### src/design/spnt_mem.sv
module spnt_mem #(
    parameter int DEPTH = 128,
    parameter int WIDTH = 8,
    localparam int AW = (DEPTH > 1) ? $clog2(DEPTH) : 1
) (
    input  logic             clk,
    input  logic             we,
    input  logic [AW-1:0]    waddr,
    input  logic [WIDTH-1:0] wdata,
    input  logic [AW-1:0]    raddr,
    output logic [WIDTH-1:0] rdata
);

    logic [WIDTH-1:0] mem [DEPTH];

    always_ff @(posedge clk)
    begin
        if (we)
        begin
            mem[waddr] <= wdata;
        end
        rdata <= mem[raddr];
    end

endmodule

### config.mk
export PLATFORM = sky130hd
export DESIGN_NAME = spnt_mem
export DESIGN_NICKNAME = d
export VERILOG_FILES = /design/src/design/spnt_mem.sv
export SDC_FILE = /design/constraint.sdc
export NUM_CORES = 1
export LEC_CHECK = 0
export ABC_CLOCK_PERIOD_IN_PS = 7350
export BUFFER_PORTS_ARGS = -buffer_cell sky130_fd_sc_hd__buf_2
export CORE_AREA = 2 2 261 263
export DETAILED_ROUTE_END_ITERATION = 12
export DIE_AREA = 0 0 263 265
export PLACE_DENSITY = 0.75
export SLEW_MARGIN = 15
export SYNTH_ARGS = -nofsm -noshare
export SYNTH_HDL_FRONTEND = slang
export SYNTH_SLANG_ARGS = --single-unit
export TNS_END_PERCENT = 100
### constraint.sdc
create_clock -name clk -period 7.35 [get_ports clk]
set_clock_uncertainty 0.1 [all_clocks]
set_input_delay 1.1025 -clock clk [delete_from_list [all_inputs] [get_ports clk]]
set_output_delay 1.1025 -clock clk [all_outputs]
set_load 0.005 [all_outputs]
=== Word-level counts from Yosys, hierarchy flattened ===
Memories as Yosys holds them, arrays and structs flattened. A register that Yosys moved wholly into a read port is not among the register bits.
Cells that the tools add are included.

* Flip-flop bits (word level): 0
* Latch bits: 0
* Bits in writable memories: 1024
* ROM bits: 0
* Bits of input ports: 24
* Output and inout port bits: 8
* Memories kept: 1

{| class="wikitable"
|+ Memories
! name !! depth !! width !! read ports !! clocked after memory_dff !! write ports !! line !! RTL
|-
| mem || 128 || 8 || 1 || 1 || 1 || 14 || <nowiki>logic [WIDTH-1:0] mem [DEPTH];</nowiki>
|}

* Add/subtract/negate cells: 0
* Multipliers: 0
* Divide/modulo/power cells: 0
* Magnitude comparators: 0
* Equal/unequal tests: 0
* Shift operators: 0
* Multiplexer cells: 2
* Bitwise gates (word level): 0
* Reductions and logical operators: 0

{| class="wikitable"
|+ Operator list
! kind !! number
|-
| 1-bit 2-to-1 mux || 2
|}

=== Depth between registers and ports, before layout ===
* Depth in word-level cells: 2
* Mapped depth: 7
* Gate-level depth less buffers: 4

=== Worst setup path before layout ===
OpenSTA, ideal clock, no wires.

* Kind: input port to flip-flop
* From: in raddr[0]
* To: reg rdata[0], read port of mem
* Setup time: 121 ps
* Arrival time: 3486 ps
* Required time: 7129 ps
* Path slack: 3643 ps
* Stages on the path: 6
* Path through: clkbuf_1 > buf_1 > mux4_2 > mux4_2 > mux4_2 > mux2_2

{| class="wikitable"
|+ RTL lines
! element !! line !! RTL
|-
| start, declared || 10 || <nowiki>input logic [AW-1:0] raddr,</nowiki>
|-
| end, declared || 11 || <nowiki>output logic [WIDTH-1:0] rdata</nowiki>
|}

==> summary.txt <==
Clock H-tree levels = 3
Worst-case vdd ir drop = 0.000345 V
Initial DRC count = 2,145
WL final = 87.5 mm
Resize count post-CTS = 0
Met1 Resource Use GR = 37.2%
Gr busiest metal = met2
M2 GR Usage = 40.8%
Via count = 18,000
Warnings, synthesis = 0
# hold bufs at CTS = 0
CP Data Required Time = 7790 ps
Setup WS pre-CTS = 2730 ps
PnR worst setup slack = 3380 ps
Worst reg-to-reg setup slack = 4780 ps
Cell count along the critical path = 6
Critical path launch point type = input pin
Die width = 263 µm
CP Capture Point = rdata[2]
Crit path largest cell delay = 590 ps
Core area = 0.0668 mm²
Crit path max fanout = 70
Status = complete, no violations
Die Span Y = 265 µm
Min cycle time layout = 3970 ps
Synth area leader = edfxtp_1
Max-cap viol count = 0
Nets@finish = 1,731
Worst-Margin Slew = 1180 ps
Starting Density = 59.4%
FF-to-FF End = rdata[1]
Most common cell in the netlist = edfxtp_1
PwrDens = 275 mW/mm²
CP endpoint kind = flip-flop
Total Routing Usage GR = 25.9%
Slew Limit Fails = 0
Root buffer cell = clkbuf_16
Vias per std cell = 6.76
Share of the clock period used by the worst path = 54.0%
Ports = 32
Synth Cell Area = 0.0397 mm²
Num CTS Buffers = 99
Cells on worst reg2reg path = 4
Largest net degree at the start of global routing = 125
P_leak = 0.0134 µW
Die ar. = 0.0697 mm²
Synth Net Count = 1,659
Sequential area share after synthesis = 77.9%
Crit-path slowest cell = mux4_2
Gr ovfl total = 0
Fmax = 252 MHz
Vias in the first global route = 18,500
Worst setup path startpoint = raddr[0]
Postcts setup bufs = 0
Gate Count Post-Synth = 1,635
Most frequent CP cell = mux4_2
Row count = 95
Commonest cells in the netlist = edfxtp_1 (1,024), mux4_2 (336), nor2_1 (122)
Synth-to-Final Area Change = 11.1%
Share of flip-flops with an asynchronous set or reset = 0%
Share of the synthesized area in the top cell type = 77.5%
Hold crit path type = in -> reg
First-pass GRT wire length = 129 mm
Distinct cells, synth = 17
GPL Wtd Cong = 0.807
Yosys reg bits = 1,032
Mean Syn Cell Area = 24.3 µm²
WS Path Type = in -> reg
CTS sink cnt = 1,032
Clock latency on the worst-skew pair = 680 ps
DR DRC count = 0
Input/output buffers = 31
Antenna Nets Post-Route = 0
Slew headroom = 21.0%
CTS tree = yes
Fin. Hold Viols = 0
Synth Flop Type = edfxtp_1
Setup Viol. Count Final = 0
DP HPWL = 49.1 mm
Layout cells sized above 1 = 30.7%
EDFF count, synth = 1,024
WP buf/inv = 2
Router iterations before antenna repair = 7
Arrival time at the worst endpoint = 4420 ps
Critical-path cell list = buf_8 > buf_12 > mux4_2 > mux4_2 > mux4_2 > mux2_2
Synth top area cells = edfxtp_1 (78%), mux4_2 (19%), nor2_1 (1.2%), clkbuf_1 (0.42%), dfxtp_1 (0.40%)
Setup tns final = 0 ps
GRT met3 Usage = 5.08%
Clock Path Buffers = 3
R2r startpoint = mem[93][1]
CTS clk-pin slew, worst paths = 60 ps
Unrepaired setup endpoints after global routing = false
WL per Instance = 32.8 µm
Critical path's top delay family = multiplexers
Initial antenna violation count = 10
==> routing by layer <==
layer  share of wire, %  up-vias  routed length, µm
met4                2.8       10               2440
met2                 49     1055              43100
li1                   -     7167                  -
met1                 38     9627              33600
met5              0.079        -                 69
met3                9.4      161               8210
==> logic make-up after synthesis <==
kind of cell | Yosys count | share of synthesized area [%]
buffers and inverters | 89 | 1.01
flip-flops | 1032 | 77.9
multiplexers | 344 | 19.3
AND/OR/NAND/NOR | 170 | 1.76
==> registers in the layout, indices dropped and copies added (netlist names) <==
| name | flops |
|---|---|
| mem | 1024 |
| rdata | 8 |
==> per-stage QoR <==
stage          total power, µW  cells  hold WS (ps)  cell area (µm²)  util, %
6_report                 12100   2667           558            44100     66.0
5_1_grt                  12400   2665           555            44100     66.0
4_1_cts                  12200   2663           524            44100     66.0
3_5_place_dp              7210   2479          1030            40900     61.2
3_3_place_gp              7190   2479          1030            40900     61.2
2_1_floorplan             6960   1635           974            39700        -
==> layout by cell type (no fill, tap or decap), types with 12 or more instances in the layout <==
cell type	netlist	routed
clkbuf_1	44	22
nand3_1	12	12
mux4_2	336	336
edfxtp_1	1024	1024
clkinv_1	0	22
buf_4	11	32
clkinv_2	0	18
clkbuf_16	0	100
buf_2	15	20
nand2_1	14	14
nor2_1	122	122
==> worst min-delay path by stage <==
stage | from | endpoint | slack (ps) | cells after the start
2_1_floorplan | mem[36][0] | rdata[0] | 970 | 4
3_3_place_gp | mem[46][7] | rdata[7] | 1030 | 4
3_5_place_dp | mem[47][3] | rdata[3] | 1030 | 4
4_1_cts | wdata[2] | mem[126][2] | 520 | 1
5_1_grt | wdata[2] | mem[126][2] | 560 | 1
6_report | wdata[2] | mem[123][2] | 560 | 1
==> cell type report <==
cell class,instances,area [µm²]
flip-flops and latches,1032,30900
multi-input cells,514,8380
repair buffers,60,473
well taps,873,1090
fillers,4035,22700
diodes,4,10.0
clock inverters,62,627
clock buffers,122,2580
==> power by group <==
group	total [µW]	switching, µW	leakage, µW	internal (µW)
combinational	578	341	0.00260	237
sequential	6510	10.8	0.00927	6500
clock	5040	2180	0.00156	2860
total	12100	2530	0.0134	9600
No activity file was read; power rests on OpenSTA's default activity.
