===== config.mk =====
export PLATFORM = sky130hd
export DESIGN_NAME = spnt_div
export DESIGN_NICKNAME = d
export VERILOG_FILES = /design/src/design/spnt_pkg.sv /design/src/design/spnt_div.sv
export SDC_FILE = /design/constraint.sdc
export NUM_CORES = 1
export LEC_CHECK = 0
export BUFFER_PORTS_ARGS = -buffer_cell sky130_fd_sc_hd__buf_2
export CORE_AREA = 2 2 109 111
export DETAILED_ROUTE_END_ITERATION = 8
export DIE_AREA = 0 0 111 113
export HOLD_SLACK_MARGIN = 0.08
export PLACE_DENSITY = 0.83
export SYNTH_ARGS = -nofsm -noshare
export SYNTH_HDL_FRONTEND = slang
export SYNTH_SLANG_ARGS = --single-unit
export TNS_END_PERCENT = 5

===== constraint.sdc =====
create_clock -name clk -period 3.4 [get_ports clk]
set_clock_uncertainty 0.15 [all_clocks]
set_input_delay 0.34 -clock clk [delete_from_list [all_inputs] [get_ports clk]]
set_output_delay 0.34 -clock clk [all_outputs]
set_load 0.02 [all_outputs]

===== src/design/spnt_pkg.sv =====
package spnt_pkg;

    localparam int STRIPS_DEF   = 128;
    localparam int ADC_BITS_DEF = 10;

    localparam logic [15:0] CNT_MAX     = 16'hFFFF;
    localparam logic [15:0] MIN_SAMPLES = 16'd10;
    localparam logic [13:0] SAT14       = 14'h3FFF;

    localparam logic [15:0] CAL_EVENTS_RST = 16'd100;
    localparam logic [15:0] UPD_EVENTS_RST = 16'd100;
    localparam logic [7:0]  CUT_RST        = 8'd48;

    typedef enum logic [1:0] {
        CFG_CALIBRATE_EVENTS = 2'd0,
        CFG_UPDATE_EVENTS    = 2'd1,
        CFG_SIGNAL_CUT       = 2'd2
    } cfg_index_t;

    typedef enum logic [3:0] {
        ST_CLEAR,
        ST_IDLE,
        ST_READ,
        ST_EVAL,
        ST_MUL0,
        ST_MUL1,
        ST_MUL2,
        ST_MUL3,
        ST_DIVP_GO,
        ST_DIVP,
        ST_DIVN_GO,
        ST_DIVN,
        ST_SQRT,
        ST_WB
    } state_t;

    // status of an iterative arithmetic unit
    typedef struct packed {
        logic busy;
        logic done;
    } unit_stat_t;

endpackage


===== src/design/spnt_div.sv =====
// restoring divider, one quotient bit per cycle; needs dividend < divisor * 2^32
module spnt_div (
    input  logic                    clk,
    input  logic                    rst_n,
    input  logic                    start,
    input  logic [63:0]             dividend,
    input  logic [31:0]             divisor,
    output spnt_pkg::unit_stat_t    stat,
    output logic [31:0]             quotient
);
    import spnt_pkg::*;

    logic [31:0] rem_reg, rem_next;
    logic [31:0] low_reg, low_next;
    logic [31:0] dsr_reg;
    logic [4:0]  cnt_reg;
    logic        busy_reg;
    logic        done_reg;
    logic [32:0] trial;
    logic        ge;

    always_comb
    begin
        trial    = {rem_reg, low_reg[31]};
        ge       = (trial >= {1'b0, dsr_reg});
        rem_next = ge ? 32'(trial - {1'b0, dsr_reg}) : trial[31:0];
        low_next = {low_reg[30:0], ge};
    end

    always_ff @(posedge clk or negedge rst_n)
    begin
        if (!rst_n)
        begin
            busy_reg <= 1'b0;
            done_reg <= 1'b0;
            cnt_reg  <= '0;
        end
        else
        begin
            done_reg <= 1'b0;
            if (start)
            begin
                busy_reg <= 1'b1;
                cnt_reg  <= '0;
            end
            else if (busy_reg)
            begin
                cnt_reg <= cnt_reg + 5'd1;
                if (cnt_reg == 5'd31)
                begin
                    busy_reg <= 1'b0;
                    done_reg <= 1'b1;
                end
            end
        end
    end

    always_ff @(posedge clk)
    begin
        if (start)
        begin
            rem_reg <= dividend[63:32];
            low_reg <= dividend[31:0];
            dsr_reg <= divisor;
        end
        else if (busy_reg)
        begin
            rem_reg <= rem_next;
            low_reg <= low_next;
        end
    end

    assign stat.busy = busy_reg;
    assign stat.done = done_reg;
    assign quotient  = low_reg;

endmodule


* After elaboration in Yosys (flattened, before gate mapping)
Index checks and enable logic that the tools add are counted.
Word-level totals: flip-flop bits (word level) 103, output and inout bits 34, word-level logic and storage cells 24
Cells by class: $add $sub $neg 2, $lt $le $gt $ge 1, equality and inequality tests 1, mux-type cells 13, reductions and logical operators 1
Operator list (count):
- 32-bit two-way mux | 5
- 33-bit by 32-bit >= comparator with 1-bit output | 1
- 32-bit subtractor | 1
- 5-bit two-way mux | 2
- 1-bit two-way mux | 6
- 5-bit by 1-bit adder with 5-bit output, second input constant | 1
- 5-bit == test, second input constant | 1
- 2-bit nonzero test | 1

* Logic depth before layout (Yosys ltp)
depth after elaboration 4, depth in mapped cells 14

* Worst setup path before layout
Ideal clock, no wire load.
path type reg2reg, start register low_reg[31], in the netlist quotient[31], end register rem_reg[30] (data pin), setup time 261 ps, arrival 2709 ps, slack 280 ps, cell stages (with the launch flop) 12, clock period less this slack 3120 ps, path through edfxtp_1 > inv_1 > ha_1 > fa_1 > nand2b_1 > a21oi_1 > o211ai_1 > a311oi_1 > a221o_1 > a221oi_2 > xnor2_1 > a221o_1
Between the ends: longest elaborated chain between the ends 4, elaborated cells on any way between the ends 5
RTL lines:
- start, declared | line spnt_div.sv:14 | logic [31:0] low_reg, low_next;
- start signal, assigned | line spnt_div.sv:63 | low_reg <= dividend[31:0];
- start signal, assigned | line spnt_div.sv:69 | low_reg <= low_next;
- 32-bit subtractor / 33-bit by 32-bit >= comparator with 1-bit output (equally long branches) | line spnt_div.sv:26, spnt_div.sv:25
- 32-bit two-way mux * | line spnt_div.sv:26 | rem_next = ge ? 32'(trial - {1'b0, dsr_reg}) : trial[31:0];
- 32-bit two-way mux * | line spnt_div.sv:66 | else if (busy_reg)
- 32-bit two-way mux * | line spnt_div.sv:60 | if (start)
- end signal, assigned | line spnt_div.sv:62 | rem_reg <= dividend[63:32];
- end signal, assigned | line spnt_div.sv:68 | rem_reg <= rem_next;
- end, declared | line spnt_div.sv:13 | logic [31:0] rem_reg, rem_next;
Mark *: on every way between the ends. The rest lies on a longest branch, timed or not. The select of a mux whose other input is x is not followed. A chain may end at the register's enable or synchronous reset.

* Final worst setup path
start register rem_reg[10], end register rem_reg[30] (data pin)
Between the ends: longest elaborated chain between the ends 4, elaborated cells on any way between the ends 5
RTL lines (line):
- 32-bit subtractor / 33-bit by 32-bit >= comparator with 1-bit output (equally long branches) | spnt_div.sv:26, spnt_div.sv:25
- 32-bit two-way mux * | spnt_div.sv:26
- 32-bit two-way mux * | spnt_div.sv:66
- 32-bit two-way mux * | spnt_div.sv:60
Marks and branches as above.

==> reports/qor.txt <==
OUTCOME
------------------------------------------------------------------------------------------
Outcome                                                                       finished, final reports clean

SYNTH
------------------------------------------------------------------------------------------
Count of state elements after synthesis                                                103
Net count after synthesis                                                              671
Primary flip-flop cell chosen by synthesis mapping                            sky130_fd_sc_hd__edfxtp_1
Netlist cell types                                                                      59
Top cell type by total area after synthesis                                   sky130_fd_sc_hd__edfxtp_1
Post-Synthesis Cells                                                                   537
Async set-reset flop share out of synthesis                                          6.80%
Sequential share of the synthesized area                                             48.7%
Average instance area after synthesis                                             11.7 um2
Count of flip-flops with a built-in enable after synthesis                              96
Portion of synthesized cell area occupied by the leading cell type                   46.0%
Yosys warning count                                                                      0
Post-synthesis cell area                                                          6270 um2
Largest cells by area after synthesis                                         sky130_fd_sc_hd__edfxtp_1, sky130_fd_sc_hd__mux2_2, sky130_fd_sc_hd__ha_1, sky130_fd_sc_hd__a21oi_1, sky130_fd_sc_hd__dfrtp_1

CELLS AND AREA
------------------------------------------------------------------------------------------
Most frequent standard cell in the layout excluding fill and tap cells        sky130_fd_sc_hd__buf_2
Fin util                                                                             68.4%
Storage cell area                                                                 3060 um2
Combined area of the multi-input logic cells                                      2940 um2
Final Instance Count excl. Fillers                                                     849
Area overhead of the layout relative to synthesis                                    23.0%
Share of final-layout standard cells stronger than drive strength 1                  32.7%
Commonest cells after routing, fill and taps aside                            sky130_fd_sc_hd__buf_2, sky130_fd_sc_hd__edfxtp_1, sky130_fd_sc_hd__mux2_2, sky130_fd_sc_hd__inv_1, sky130_fd_sc_hd__a21oi_1
Final-stage net count                                                                  835
Layout filler cell count                                                               831
Diode count                                                                              0

CRITICAL PATH
------------------------------------------------------------------------------------------
Critical path peak fanout                                                                8
Reg-to-Reg Start                                                               rem_reg[10]
Data arrival at the endpoint of the critical path                                  3.19 ns
Worst R2R End                                                                  rem_reg[30]
CP required                                                                        3.36 ns
Worst R2R Path Depth                                                                     9
Element type at the critical path end                                            flip-flop
Cells along the critical path                                                 ha_1, a211oi_2, o211ai_1, a221oi_2, a311oi_2, a221o_1, a221oi_2, xnor2_1, a221o_1
Type of the setup path with the least slack                                   flip-flop to flip-flop
Number of buffer and inverter stages on the critical path                                0
Cell with the largest stage delay on the worst path                           sky130_fd_sc_hd__ha_1
Worst setup SP type                                                              flip-flop
Slack of the worst reg-to-reg path                                                 0.17 ns
Delay contributed by the slowest stage of the critical path                        0.43 ns
Largest delay contributor family on the critical path                         compound AO/OA/AOI/OAI gates

HOLD PATH
------------------------------------------------------------------------------------------
Endpoint of the worst hold-timing path                                        quotient[19]
Number of cells on the worst hold path                                                   2
Launch point of the worst hold path                                           dividend[19]
Class of the tightest hold or removal check                                   input pin to flip-flop

STA
------------------------------------------------------------------------------------------
Hold violation count in the final report                                                 0
Max_slew headroom                                                                    59.5%
Setup-violating endpoint count in the final report                                       0
Final worst-path cycle share                                                         94.9%
Min Hold Slack                                                                    0.131 ns
Slew at the pin with the worst max-slew slack                                     0.605 ns
Total Neg Setup Slack                                                                 0 ns
Final Critical Period                                                              3.23 ns
Setup repair after global routing missed its margin                                     no
Pins over their slew limit                                                               0
Maximum achievable frequency                                                     0.310 GHz

ROUTING
------------------------------------------------------------------------------------------
Vias after detailed routing                                                          4,835
Count of antenna-violating nets left after detailed routing                              0
Average wire per standard cell                                                     17.1 um
Via count normalized by instance count                                                5.69
Number of DRC violations after detailed-routing iteration 0                            269
Number of iterations in the first detailed-routing pass                                  7
Wire length reported by the detailed router                                      14,500 um
Drc violations                                                                           0

RUN
------------------------------------------------------------------------------------------
# Max-Cap Violations                                                                     0

CTS
------------------------------------------------------------------------------------------
TritonCTS Buffers                                                                        9
Clock root cell                                                               sky130_fd_sc_hd__clkbuf_16
Clock sink total                                                                       103
Number of buffers on the longest clock path                                              2
Number of H-tree levels                                                                  3
Clock edge transition at the registers on the reported setup and hold paths        0.07 ns
Clock tree from TritonCTS                                                            built
Insertion delay to the later sink of the worst-skew pair                           0.36 ns

PLACED DESIGN
------------------------------------------------------------------------------------------
# port buffers                                                                         132
HPWL reported at the end of detailed placement                                   10,300 um
Placed Cells                                                                           799
Global placement routability congestion                                              0.900

FLOORPLAN
------------------------------------------------------------------------------------------
Number of top-level pins                                                               133
Die W                                                                               111 um
Total Die Area                                                                  12,500 um2
Die Y                                                                               113 um
Standard-cell row count                                                                 39
Placeable core area                                                             11,300 um2
Initial core utilization                                                             55.7%

POWER
------------------------------------------------------------------------------------------
Leakage component of the power                                                     3.41 nW
Total Power Consumption                                                          0.00643 W
Pwr/cell area                                                                   833 nW/um2
Maximum vdd ir drop                                                               0.569 mV

GRT
------------------------------------------------------------------------------------------
GR Util All Layers                                                                   23.3%
Maximum number of pins on one net before global-route repair                            51
Global-route wire length before repair                                           23,400 um
Number of antenna violations at the first check in global routing                        1
Vias in the first global route                                                       4,921
Global-route congestion overflow total                                                   0

[cells in the mapped netlist, drive strengths merged (3+ instances only)]
cell type / number
nand2: 31
nand3: 8
nor3: 12
a21o: 14
o21ai: 14
nor2b: 5
clkbuf: 16
a221o: 9
a21oi: 41
edfxtp: 96
mux2i: 4
nand2b: 8
nand4: 6
nor2: 26
xnor2: 18
dfrtp: 7
ha: 34
a211oi: 5
inv: 41
o211ai: 6
o31ai: 4
nor3b: 8
xor2: 11
a31oi: 3
a221oi: 3
mux2: 67
buf: 9
and3: 5
[cell families after synthesis]
family                     Yosys count  synth area share, %
DFF                                103                 48.7
and+or+nand+nor                    123                 10.2
AOI/OAI and AO/OA                  110                 12.0
adders and majority gates           35                 7.10
buffers and inverters               66                 4.65
muxes                               71                 13.3
xor gates and xnor gates            29                 4.05
[worst reg2reg max path, stage by stage, from the launching register on]
cell                       delay [ns]
sky130_fd_sc_hd__edfxtp_1        0.41
sky130_fd_sc_hd__ha_1            0.43
sky130_fd_sc_hd__a211oi_2        0.25
sky130_fd_sc_hd__o211ai_1        0.14
sky130_fd_sc_hd__a221oi_2        0.36
sky130_fd_sc_hd__a311oi_2        0.19
sky130_fd_sc_hd__a221o_1         0.38
sky130_fd_sc_hd__a221oi_2        0.28
sky130_fd_sc_hd__xnor2_1         0.10
sky130_fd_sc_hd__a221o_1         0.29
[how the worst max path moves through the flow]
| stage | slack, ns | from | end | cells after the start |
|---|---|---|---|---|
| after floorplan | 0.28 | quotient[31] | rem_reg[30] | 11 |
| after global placement | 0.25 | quotient[31] | rem_reg[30] | 11 |
| after detailed placement | 0.16 | quotient[31] | rem_reg[30] | 11 |
| after CTS | 0.14 | rem_reg[1] | rem_reg[4] | 9 |
| after global routing | 0.01 | quotient[31] | rem_reg[30] | 11 |
| final | 0.17 | rem_reg[10] | rem_reg[30] | 9 |
[report_power, final]
group | switching (W) | internal, W
Clock | 0.000494 | 0.000529
Combinational | 0.00180 | 0.00166
Sequential | 0.000174 | 0.00178
[metal layers]
metal / routed length [um] / track usage (%) / share of wire [%] / up-vias
li1: - / - / - / 2329
met1: 6130 / 28.6 / 42 / 2289
met2: 6980 / 39.3 / 48 / 190
met3: 1040 / 7.23 / 7.1 / 25
met4: 325 / 8.17 / 2.2 / 2
met5: 13 / 0 / 0.090 / -
[cell type report]
cell class / count / share of cell area (%)
clock buffers: 10 / 3.10
well taps: 143 / 2.32
repair buffers: 177 / 14.2
flip-flops and latches: 103 / 39.6
inverters: 41 / 1.99
clock inverters: 6 / 0.665
multi-input cells: 369 / 38.1
[repair_timing]
| item | 4_1_cts | 5_1_grt |
|---|---|---|
| buffers inserted | 0 | 0 |
| setup endpoints to repair | 0 | 20 |
| gates resized for setup | 0 | 1 |
| hold buffers | 33 | 0 |
| endpoints found under the hold margin | 39 | 0 |
[per-stage QoR]
stage	area (um2)	setup slack, ns
CTS	7700	0.141
global placement	7080	0.250
finish	7710	0.174
detailed placement	7080	0.159
global route	7710	0.0147
floorplan	6270	0.280
Power figures use the tool's default switching activity.
