File: src/design/spnt_pkg.sv
package spnt_pkg;

    localparam int STRIPS_DEF   = 128;
    localparam int ADC_BITS_DEF = 10;

    localparam logic [15:0] CNT_MAX     = 16'hFFFF;
    localparam logic [15:0] MIN_SAMPLES = 16'd10;
    localparam logic [13:0] SAT14       = 14'h3FFF;

    localparam logic [15:0] CAL_EVENTS_RST = 16'd100;
    localparam logic [15:0] UPD_EVENTS_RST = 16'd100;
    localparam logic [7:0]  CUT_RST        = 8'd48;

    typedef enum logic [1:0] {
        CFG_CALIBRATE_EVENTS = 2'd0,
        CFG_UPDATE_EVENTS    = 2'd1,
        CFG_SIGNAL_CUT       = 2'd2
    } cfg_index_t;

    typedef enum logic [3:0] {
        ST_CLEAR,
        ST_IDLE,
        ST_READ,
        ST_EVAL,
        ST_MUL0,
        ST_MUL1,
        ST_MUL2,
        ST_MUL3,
        ST_DIVP_GO,
        ST_DIVP,
        ST_DIVN_GO,
        ST_DIVN,
        ST_SQRT,
        ST_WB
    } state_t;

    // status of an iterative arithmetic unit
    typedef struct packed {
        logic busy;
        logic done;
    } unit_stat_t;

endpackage

File: src/design/spnt_sqrt.sv
// digit-by-digit integer square root, one root bit per cycle
module spnt_sqrt (
    input  logic                    clk,
    input  logic                    rst_n,
    input  logic                    start,
    input  logic [31:0]             radicand,
    output spnt_pkg::unit_stat_t    stat,
    output logic [15:0]             root
);
    import spnt_pkg::*;

    logic [31:0] rad_reg;
    logic [19:0] rem_reg, rem_next;
    logic [15:0] root_reg;
    logic [3:0]  cnt_reg;
    logic        busy_reg;
    logic        done_reg;
    logic [19:0] r2;
    logic [19:0] trial;
    logic        ge;

    always_comb
    begin
        r2       = {rem_reg[17:0], rad_reg[31:30]};
        trial    = {2'b00, root_reg, 2'b01};
        ge       = (r2 >= trial);
        rem_next = ge ? (r2 - trial) : r2;
    end

    always_ff @(posedge clk or negedge rst_n)
    begin
        if (!rst_n)
        begin
            busy_reg <= 1'b0;
            done_reg <= 1'b0;
            cnt_reg  <= '0;
        end
        else
        begin
            done_reg <= 1'b0;
            if (start)
            begin
                busy_reg <= 1'b1;
                cnt_reg  <= '0;
            end
            else if (busy_reg)
            begin
                cnt_reg <= cnt_reg + 4'd1;
                if (cnt_reg == 4'd15)
                begin
                    busy_reg <= 1'b0;
                    done_reg <= 1'b1;
                end
            end
        end
    end

    always_ff @(posedge clk)
    begin
        if (start)
        begin
            rad_reg  <= radicand;
            rem_reg  <= '0;
            root_reg <= '0;
        end
        else if (busy_reg)
        begin
            rad_reg  <= {rad_reg[29:0], 2'b00};
            rem_reg  <= rem_next;
            root_reg <= {root_reg[14:0], ge};
        end
    end

    assign stat.busy = busy_reg;
    assign stat.done = done_reg;
    assign root      = root_reg;

endmodule

File: config.mk
export PLATFORM = sky130hd
export DESIGN_NAME = spnt_sqrt
export DESIGN_NICKNAME = d
export VERILOG_FILES = /design/src/design/spnt_pkg.sv /design/src/design/spnt_sqrt.sv
export SDC_FILE = /design/constraint.sdc
export NUM_CORES = 1
export LEC_CHECK = 0
export BUFFER_PORTS_ARGS = -buffer_cell sky130_fd_sc_hd__buf_2
export CORE_ASPECT_RATIO = 0.8
export CORE_MARGIN = 5
export CORE_UTILIZATION = 55
export CTS_BUF_LIST = sky130_fd_sc_hd__clkbuf_8
export DETAILED_ROUTE_END_ITERATION = 10
export PLACE_DENSITY = 0.81
export SYNTH_ARGS = -nofsm -noshare
export SYNTH_HDL_FRONTEND = slang
export SYNTH_SLANG_ARGS = --single-unit
File: constraint.sdc
create_clock -name clk -period 2.6 [get_ports clk]
set_input_delay 0.26 -clock clk [delete_from_list [all_inputs] [get_ports clk]]
set_output_delay 0.26 -clock clk [all_outputs]
set_load 0.03 [all_outputs]
# ---- Word level (Yosys, flattened, before mapping)
# Index checks and enable logic that the tools add are counted.
dict set report classes {
  add_sub_neg 2
  reduce_logical 1
  eq_ne 1
  n_mux 11
  magnitude_cmp 1
}
# cell n
set op_table {}
lappend op_table {{32-bit 2-to-1 mux} 2}
lappend op_table {{20-bit by 18-bit greater-or-equal comparator with 1-bit output} 1}
lappend op_table {{18-bit 2-to-1 mux} 1}
lappend op_table {{18-bit subtractor} 1}
lappend op_table {{4-bit 2-to-1 mux} 2}
lappend op_table {{1-bit 2-to-1 mux} 6}
lappend op_table {{4-bit by 1-bit adder with 4-bit output (second input constant)} 1}
lappend op_table {{4-bit equality test (second input constant)} 1}
lappend op_table {{2-bit nonzero test} 1}
dict set report word_totals {
  out_inout_bits 18
  register_bits 72
}

# ---- Logic depth before layout (Yosys ltp)
# Gate-level depths: netlist of run 1.
dict set report logic_depth {
  depth_word 4
  mapped_depth 10
  ltp_nobuf 8
}

# ---- Least setup slack after synthesis of run 1
# OpenSTA, ideal clock, no wires.
dict set report synth_path {
  path_kind {flip-flop to flip-flop}
  from {register root_reg[11], in the netlist root[11]}
  to {register rem_reg[13]}
  setup_ns 0.117
  n_path_buf 2
  arrival_time_ns 2.295
  stages_incl_launch_ff 11
  synth_period_minus_slack_ns 2.412
  setup_slack_ns 0.188
  cell_sequence {dfxtp_1 -> inv_1 -> ha_1 -> buf_2 -> a21oi_2 -> o21ai_1 -> nor4_2 -> a21oi_4 -> buf_6 -> o21a_1 -> a22o_1}
}
dict set report synth_via {
  elab_chain_cells 2
}
# element line_no
set synth_lines {}
lappend synth_lines {{start, declared} spnt_sqrt.sv:14} ;# logic [15:0] root_reg;
lappend synth_lines {{start signal, assigned} spnt_sqrt.sv:70} ;# root_reg <= {root_reg[14:0], ge};
lappend synth_lines {{18-bit subtractor or 20-bit by 18-bit greater-or-equal comparator with 1-bit output (tied branches)} {spnt_sqrt.sv:27, spnt_sqrt.sv:26}}
lappend synth_lines {{18-bit 2-to-1 mux (*)} spnt_sqrt.sv:27} ;# rem_next = ge ? (r2 - trial) : r2;
lappend synth_lines {{end signal, assigned} spnt_sqrt.sv:69} ;# rem_reg <= rem_next;
lappend synth_lines {{end, declared} spnt_sqrt.sv:13} ;# logic [19:0] rem_reg, rem_next;
# Mark *: on every way between the ends. The rest lies on a longest branch, timed or not.
# A chain may end at the register's enable or synchronous reset.

# ---- Worst setup path in the final report of run 1
dict set report layout_path {
  from {register root_reg[13], in the netlist root[13]}
  to {register rem_reg[17]}
}
# Same word-level chain as after synthesis.

==> results.py, run 1 <==
metrics = {
    "logic_synthesis": {
        "synth.distinct_cells": 59,
        "synth_seq_cells": 72,
        "synth_enable_flop_cells": 32,
        "async_flop_share_pct": 8.33,
        "ys_seq_area_share_pct": 44.5,
        "synth_cells": 386,
        "ys.flop_type": "dfxtp_1",
        "synth_nets": 440,
        "avgSynthCellArea_um2": 10.4,
        "syn-cell-area_um2": 4030,
        "ys.warnings.count": 0,
    },
    "layout": {
        "final_util_pct": 67.8,
        "final_common_cell": "buf_2",
        "layout_common_cells": "buf_2 (52), nor2_1 (42), dfxtp_1 (34), mux2_2 (32), edfxtp_1 (32)",
        "largest_register_ffs": 32,
        "instances_no_fill": 551,
        "final_nets": 513,
        "register_area_um2": 1790,
        "antenna-diode-count": 0,
        "postLayoutCellArea_um2": 4740,
        "syn_to_final_growth_pct": 17.7,
        "drive_gt1_share_pct": 31.3,
        "multiInputGateArea_um2": 2120,
        "fill_cells": 538,
    },
    "place": {
        "post_dp_cell_area_um2": 4490,
        "dp_slack_ns": 0.0373,
        "dpl.hpwl_mm": 6.32,
        "post-place-cells": 530,
        "port_buffers": 52,
        "place_congestion": 0.874,
    },
    "sta": {
        "worst_pin_slew_ns": 0.586,
        "setup_viol": 0,
        "hold_ws_ns": 0.173,
        "max_slew_margin_pct": 61.0,
        "finalSetupTns_ns": 0,
        "hold_viol_final": 0,
        "slew_viol_final": 0,
        "fmax_mhz": 406,
        "finalWorstSetupSlack_ns": 0.136,
        "finalWorstPathRequiredPeriod_ns": 2.46,
        "skew_ns": 0.0114,
        "min_period_over_period_pct": 94.8,
    },
    "cts": {
        "clock_sinks": 72,
        "cts_tree": "yes",
        "cts_buffer_depth": 2,
        "htree_levels": 3,
        "cts_root_buf": "clkbuf_8",
        "clkTransAtPathRegs_ns": 0.08,
        "worstSkewPairLatency_ns": 0.35,
        "cts_buffers": 9,
    },
    "power_and_ir_drop": {
        "comb_power_share_pct": 55.4,
        "p_int_mw": 3.01,
        "p_total_mw": 5.09,
        "p_switching_mw": 2.08,
        "clkPwrFrac_pct": 15.3,
        "leakage_nw": 2.12,
        "ir_drop_uv": 667,
        "seqPwrFrac_pct": 29.2,
        "netSwitchingFraction_pct": 40.9,
        "power_density_nw_per_um2": 1070,
    },
    "floorplan": {
        "die_h_um": 86.6,
        "fp.dieW_um": 106,
        "row_count": 27,
        "start_util_pct": 57.6,
        "ios": 53,
        "design.core.area_um2": 6990,
        "die-area_um2": 9150,
    },
    "routing": {
        "antenna_left": 0,
        "met3_length_um": 493,
        "wl_met1_mm": 4.14,
        "dr.max_layer_used": "met4",
        "dr_wl_met2_mm": 4.08,
        "drtPass1Iterations": 4,
        "vias": 3134,
        "vias_per_cell": 5.69,
        "avgRoutedWirePerCell_um": 16.0,
        "remaining_drc_errors": 0,
        "first_iter_violations": 129,
        "wl_mm": 8.82,
    },
    "critical_path": {
        "cp_max_fo": 5,
        "endpoint_kind": "flop",
        "r2r_end": "rem_reg[17]",
        "cp.required_ns": 2.88,
        "max_stage_delay_ns": 0.52,
        "criticalPathCategory": "flop to flop",
        "critPathSlowestCell": "a31oi_2",
        "startpoint": "root[13]",
        "worstPathCellList": "inv_1 > ha_1 > a21oi_1 > o211ai_1 > a31oi_2 > a21oi_4 > buf_4 > o221a_2 > o2bb2ai_1",
        "start_kind": "flop",
        "reg2reg_slack_ns": 0.14,
        "path_buf_inv": 2,
        "r2r_cells": 9,
        "critPathArrivalTime_ns": 2.75,
        "crit_family": "compound AO/OA/AOI/OAI gates",
        "r2r-start": "root[13]",
    },
    "grt": {
        "antenna_found_initial": 0,
        "grt_pass1_wl_mm": 14.5,
        "grt_pass1_vias": 3057,
        "grt_max_degree": 49,
        "grt.overflow.total": 0,
        "grtUsageTotal_pct": 19.7,
    },
    "job": {
        "drv_cap": 0,
    },
    "min_path": {
        "whs_path_depth": 2,
        "min_from": "start",
        "hp-class": "input pin to flop",
        "hold_end": "root[15]",
    },
    "run_status": {
        "status": "finished, final reports clean",
    },
}
==> routing by layer <==
metal,vias to the layer above,global-route usage (%)
met2,86,31.3
met1,1485,27.2
met4,0,4.47
met3,11,5.44
met5,-,0
li1,1552,-
==> logic make-up after synthesis <==
group | synth area share [%]
buf+inv | 4.44
flops | 44.5
mux | 15.0
simple gates | 13.9
xor+xnor | 2.39
compound gates | 13.9
fa+ha+maj | 5.90
==> worst max-delay path by stage <==
stage,end,slack (ns),cells after the start
final,rem_reg[17],0.14,9
after global routing,rem_reg[17],-0.01,9
after CTS,rem_reg[15],0.006,8
after detailed placement,rem_reg[15],0.04,8
after global placement,rem_reg[15],0.07,8
after floorplan,rem_reg[13],0.19,10
==> timing repair <==
item / in CTS / in global routing
hold buffers: 1 / 0
hold endpoints to repair: 6 / 0
setup endpoints to repair: 0 / 17
buffers inserted: 0 / 2
gates resized for setup: 0 / 5
==> cells in the mapped netlist (3+ instances only) <==
cell type	count	area, um^2
edfxtp_1	32	961
inv_1	22	82.6
clkbuf_1	9	33.8
dfxtp_1	34	681
nand2b_1	10	62.6
mux2_2	32	360
xor2_1	3	26.3
dfrtp_1	6	150
ha_1	19	238
o21a_1	5	37.5
or2_2	3	18.8
a21oi_1	9	45.0
a211o_1	3	26.3
a311oi_1	3	26.3
a21o_1	5	37.5
nor3_1	6	30.0
a31oi_1	3	18.8
o21ai_1	3	15.0
xnor2_1	8	70.1
o21ai_0	8	40.0
nor2_1	42	158
buf_4	3	22.5
mux2i_1	23	230
buf_1	5	18.8
nand3_1	7	35.0
and4_1	3	26.3
a211oi_1	9	67.6
nand2_1	23	86.3
o211ai_1	6	45.0
nand3b_1	3	22.5
==> layout make-up <==
| class | instances | share of cell area, % |
|---|---|---|
| multi-input combinational | 274 | 44.6 |
| sequential | 72 | 37.8 |
| timing repair buffer | 80 | 9.97 |
| clock buffer | 9 | 2.61 |
| tap | 87 | 2.29 |
| inverter | 22 | 1.74 |
| clock inverter | 7 | 1.00 |
==> power by group through the flow <==
stage                     combinational, mW  sequential, mW  clock, mW
after floorplan                        1.95            1.50          0
after global placement                 2.49            1.50          0
after detailed placement               2.56            1.51          0
after CTS                              2.58            1.48      0.805
after global routing                   3.06            1.50      0.869
final                                  2.82            1.49      0.780
No activity file was read; power rests on OpenSTA's default activity.
==> run 2, diff against run 1 <==
- CORE_UTILIZATION: 55 -> 60
- PLACE_DENSITY: 0.81 -> 0.86
==> run 2 against run 1 <==
Non-clock buffer count decreased by 12. Fmax increased by 1.7%. Clock power increased by 8.7%. Via count decreased by 0.73%. Worst setup slack improved by 0.041 ns. First-iteration DRC count increased by 29%. Critical path depth unchanged. Die area decreased by 7.5%. Critical path type unchanged. Largest power group unchanged.
==> results.py, run 2 (synthesized netlist as in run 1, its figures left out) <==
metrics = {
    "cts": {
        "clock_sinks": 72,
        "worstSkewPairLatency_ns": 0.36,
        "cts_tree": "yes",
        "htree_levels": 3,
        "cts_buffer_depth": 2,
        "clkTransAtPathRegs_ns": 0.08,
        "cts_root_buf": "clkbuf_8",
        "cts_buffers": 9,
    },
    "floorplan": {
        "die_h_um": 83.3,
        "ios": 53,
        "design.core.area_um2": 6470,
        "start_util_pct": 62.3,
        "fp.dieW_um": 102,
        "row_count": 26,
        "die-area_um2": 8470,
    },
    "job": {
        "drv_cap": 0,
    },
    "min_path": {
        "hp-class": "input pin to flop",
    },
    "routing": {
        "drtPass1Iterations": 5,
        "avgRoutedWirePerCell_um": 16.3,
        "antenna_left": 0,
        "remaining_drc_errors": 0,
        "vias": 3111,
        "vias_per_cell": 5.81,
        "first_iter_violations": 166,
        "wl_mm": 8.70,
    },
    "layout": {
        "layout_common_cells": "buf_2 (52), nor2_1 (42), dfxtp_1 (34), mux2_2 (32), edfxtp_1 (32)",
        "antenna-diode-count": 0,
        "final_nets": 500,
        "drive_gt1_share_pct": 29.7,
        "multiInputGateArea_um2": 2100,
        "final_util_pct": 72.3,
        "fill_cells": 474,
        "syn_to_final_growth_pct": 16.2,
        "final_common_cell": "buf_2",
        "largest_register_ffs": 32,
        "register_area_um2": 1790,
    },
    "power_and_ir_drop": {
        "power_density_nw_per_um2": 1100,
        "p_switching_mw": 2.08,
        "p_int_mw": 3.04,
        "seqPwrFrac_pct": 29.0,
        "p_total_mw": 5.13,
        "ir_drop_uv": 724,
        "clkPwrFrac_pct": 16.5,
        "netSwitchingFraction_pct": 40.6,
        "leakage_nw": 2.07,
        "comb_power_share_pct": 54.4,
    },
    "sta": {
        "slew_viol_final": 0,
        "max_slew_margin_pct": 57.3,
        "hold_ws_ns": 0.183,
        "fmax_mhz": 413,
        "hold_viol_final": 0,
        "setup_viol": 0,
        "finalSetupTns_ns": 0,
        "finalWorstPathRequiredPeriod_ns": 2.42,
        "skew_ns": 0.00756,
        "rsz0062_at_grt": "no",
        "min_period_over_period_pct": 93.2,
        "worst_pin_slew_ns": 0.633,
    },
    "place": {
        "port_buffers": 52,
        "dpl.hpwl_mm": 6.03,
        "place_congestion": 0.893,
    },
    "critical_path": {
        "cp.required_ns": 2.89,
        "cp_max_fo": 7,
        "criticalPathCategory": "flop to flop",
        "critPathArrivalTime_ns": 2.71,
        "start_kind": "flop",
        "endpoint_kind": "flop",
    },
    "grt": {
        "grt.overflow.total": 0,
        "grt_pass1_wl_mm": 14.1,
        "grt_max_degree": 68,
        "grtUsageTotal_pct": 20.6,
        "antenna_found_initial": 0,
        "grt_pass1_vias": 2912,
    },
    "run_status": {
        "status": "finished, final reports clean",
    },
}
## run 2: changes by cell type in the layout (fill, tap and decap cells not counted), moves of 2 or more
cell	change
a21oi_4	-2
clkinv_2	-2
a21oi_2	+2
buf_12	+3
clkinv_4	-2
inv_6	+3
buf_4	-15
## run 2: layer usage
metal  global-route usage (%)  vias to the layer above  routed length (um)
li1                         -                     1528                   -
met1                     29.2                     1497                4010
met2                     31.3                       80                4180
met3                     4.52                        6                 455
met4                     6.16                        0                  53
met5                        0                        -                   0
## run 2: path summary, 6_finish.rpt
check / slack, ns / startpoint / end / cells past startpoint
max in group asynchronous: 2.20 / rst_n / busy_reg / 2
min in group asynchronous: 0.25 / rst_n / cnt_reg[3] / 2
hold reg to reg: 0.49 / rem_reg[9] / rem_reg[9] / 2
setup / recovery: 0.18 / root[3] / rem_reg[17] / 9
hold / removal: 0.18 / radicand[1] / rad_reg[1] / 2
setup reg to reg: 0.18 / root[3] / rem_reg[17] / 9
## run 2: final cells by class
type	instances	area share, %
inverter	22	1.76
clock buffer	9	2.65
tap	84	2.24
multi-input combinational	273	44.8
sequential	72	38.3
timing repair buffer	68	8.98
clock inverter	7	1.31
## run 2: worst max-delay path: stages (launching register included)
cell and delay, ns:
dfxtp_1 0.38, inv_1 0.06, ha_1 0.39, a211oi_1 0.31
nor2_1 0.14, o31ai_4 0.34, a21oi_4 0.17, buf_4 0.19
o221a_2 0.26, o2bb2ai_1 0.12
## run 2: timing repair
item,CTS,global route
endpoints found under the hold margin,6,0
hold buffers,1,0
gates resized for setup,0,4
setup endpoints to repair,0,14
buffers inserted,0,2
## run 2: power groups by stage
stage,sequential [mW],clock [mW],combinational (mW)
floorplan,1.50,0,1.95
global placement,1.50,0,2.47
finish,1.49,0.848,2.79
CTS,1.48,0.866,2.56
detailed placement,1.51,0,2.53
global route,1.51,0.913,3.02
## run 2: stage by stage
| stage | std cells | cell area [um^2] | worst slack (ns) |
|---|---|---|---|
| floorplan | 386 | 4030 | 0.188 |
| global placement | 515 | 4420 | 0.185 |
| detailed placement | 515 | 4420 | 0.0805 |
| CTS | 532 | 4620 | 0.0365 |
| global route | 535 | 4680 | 0.00299 |
| finish | 535 | 4680 | 0.178 |
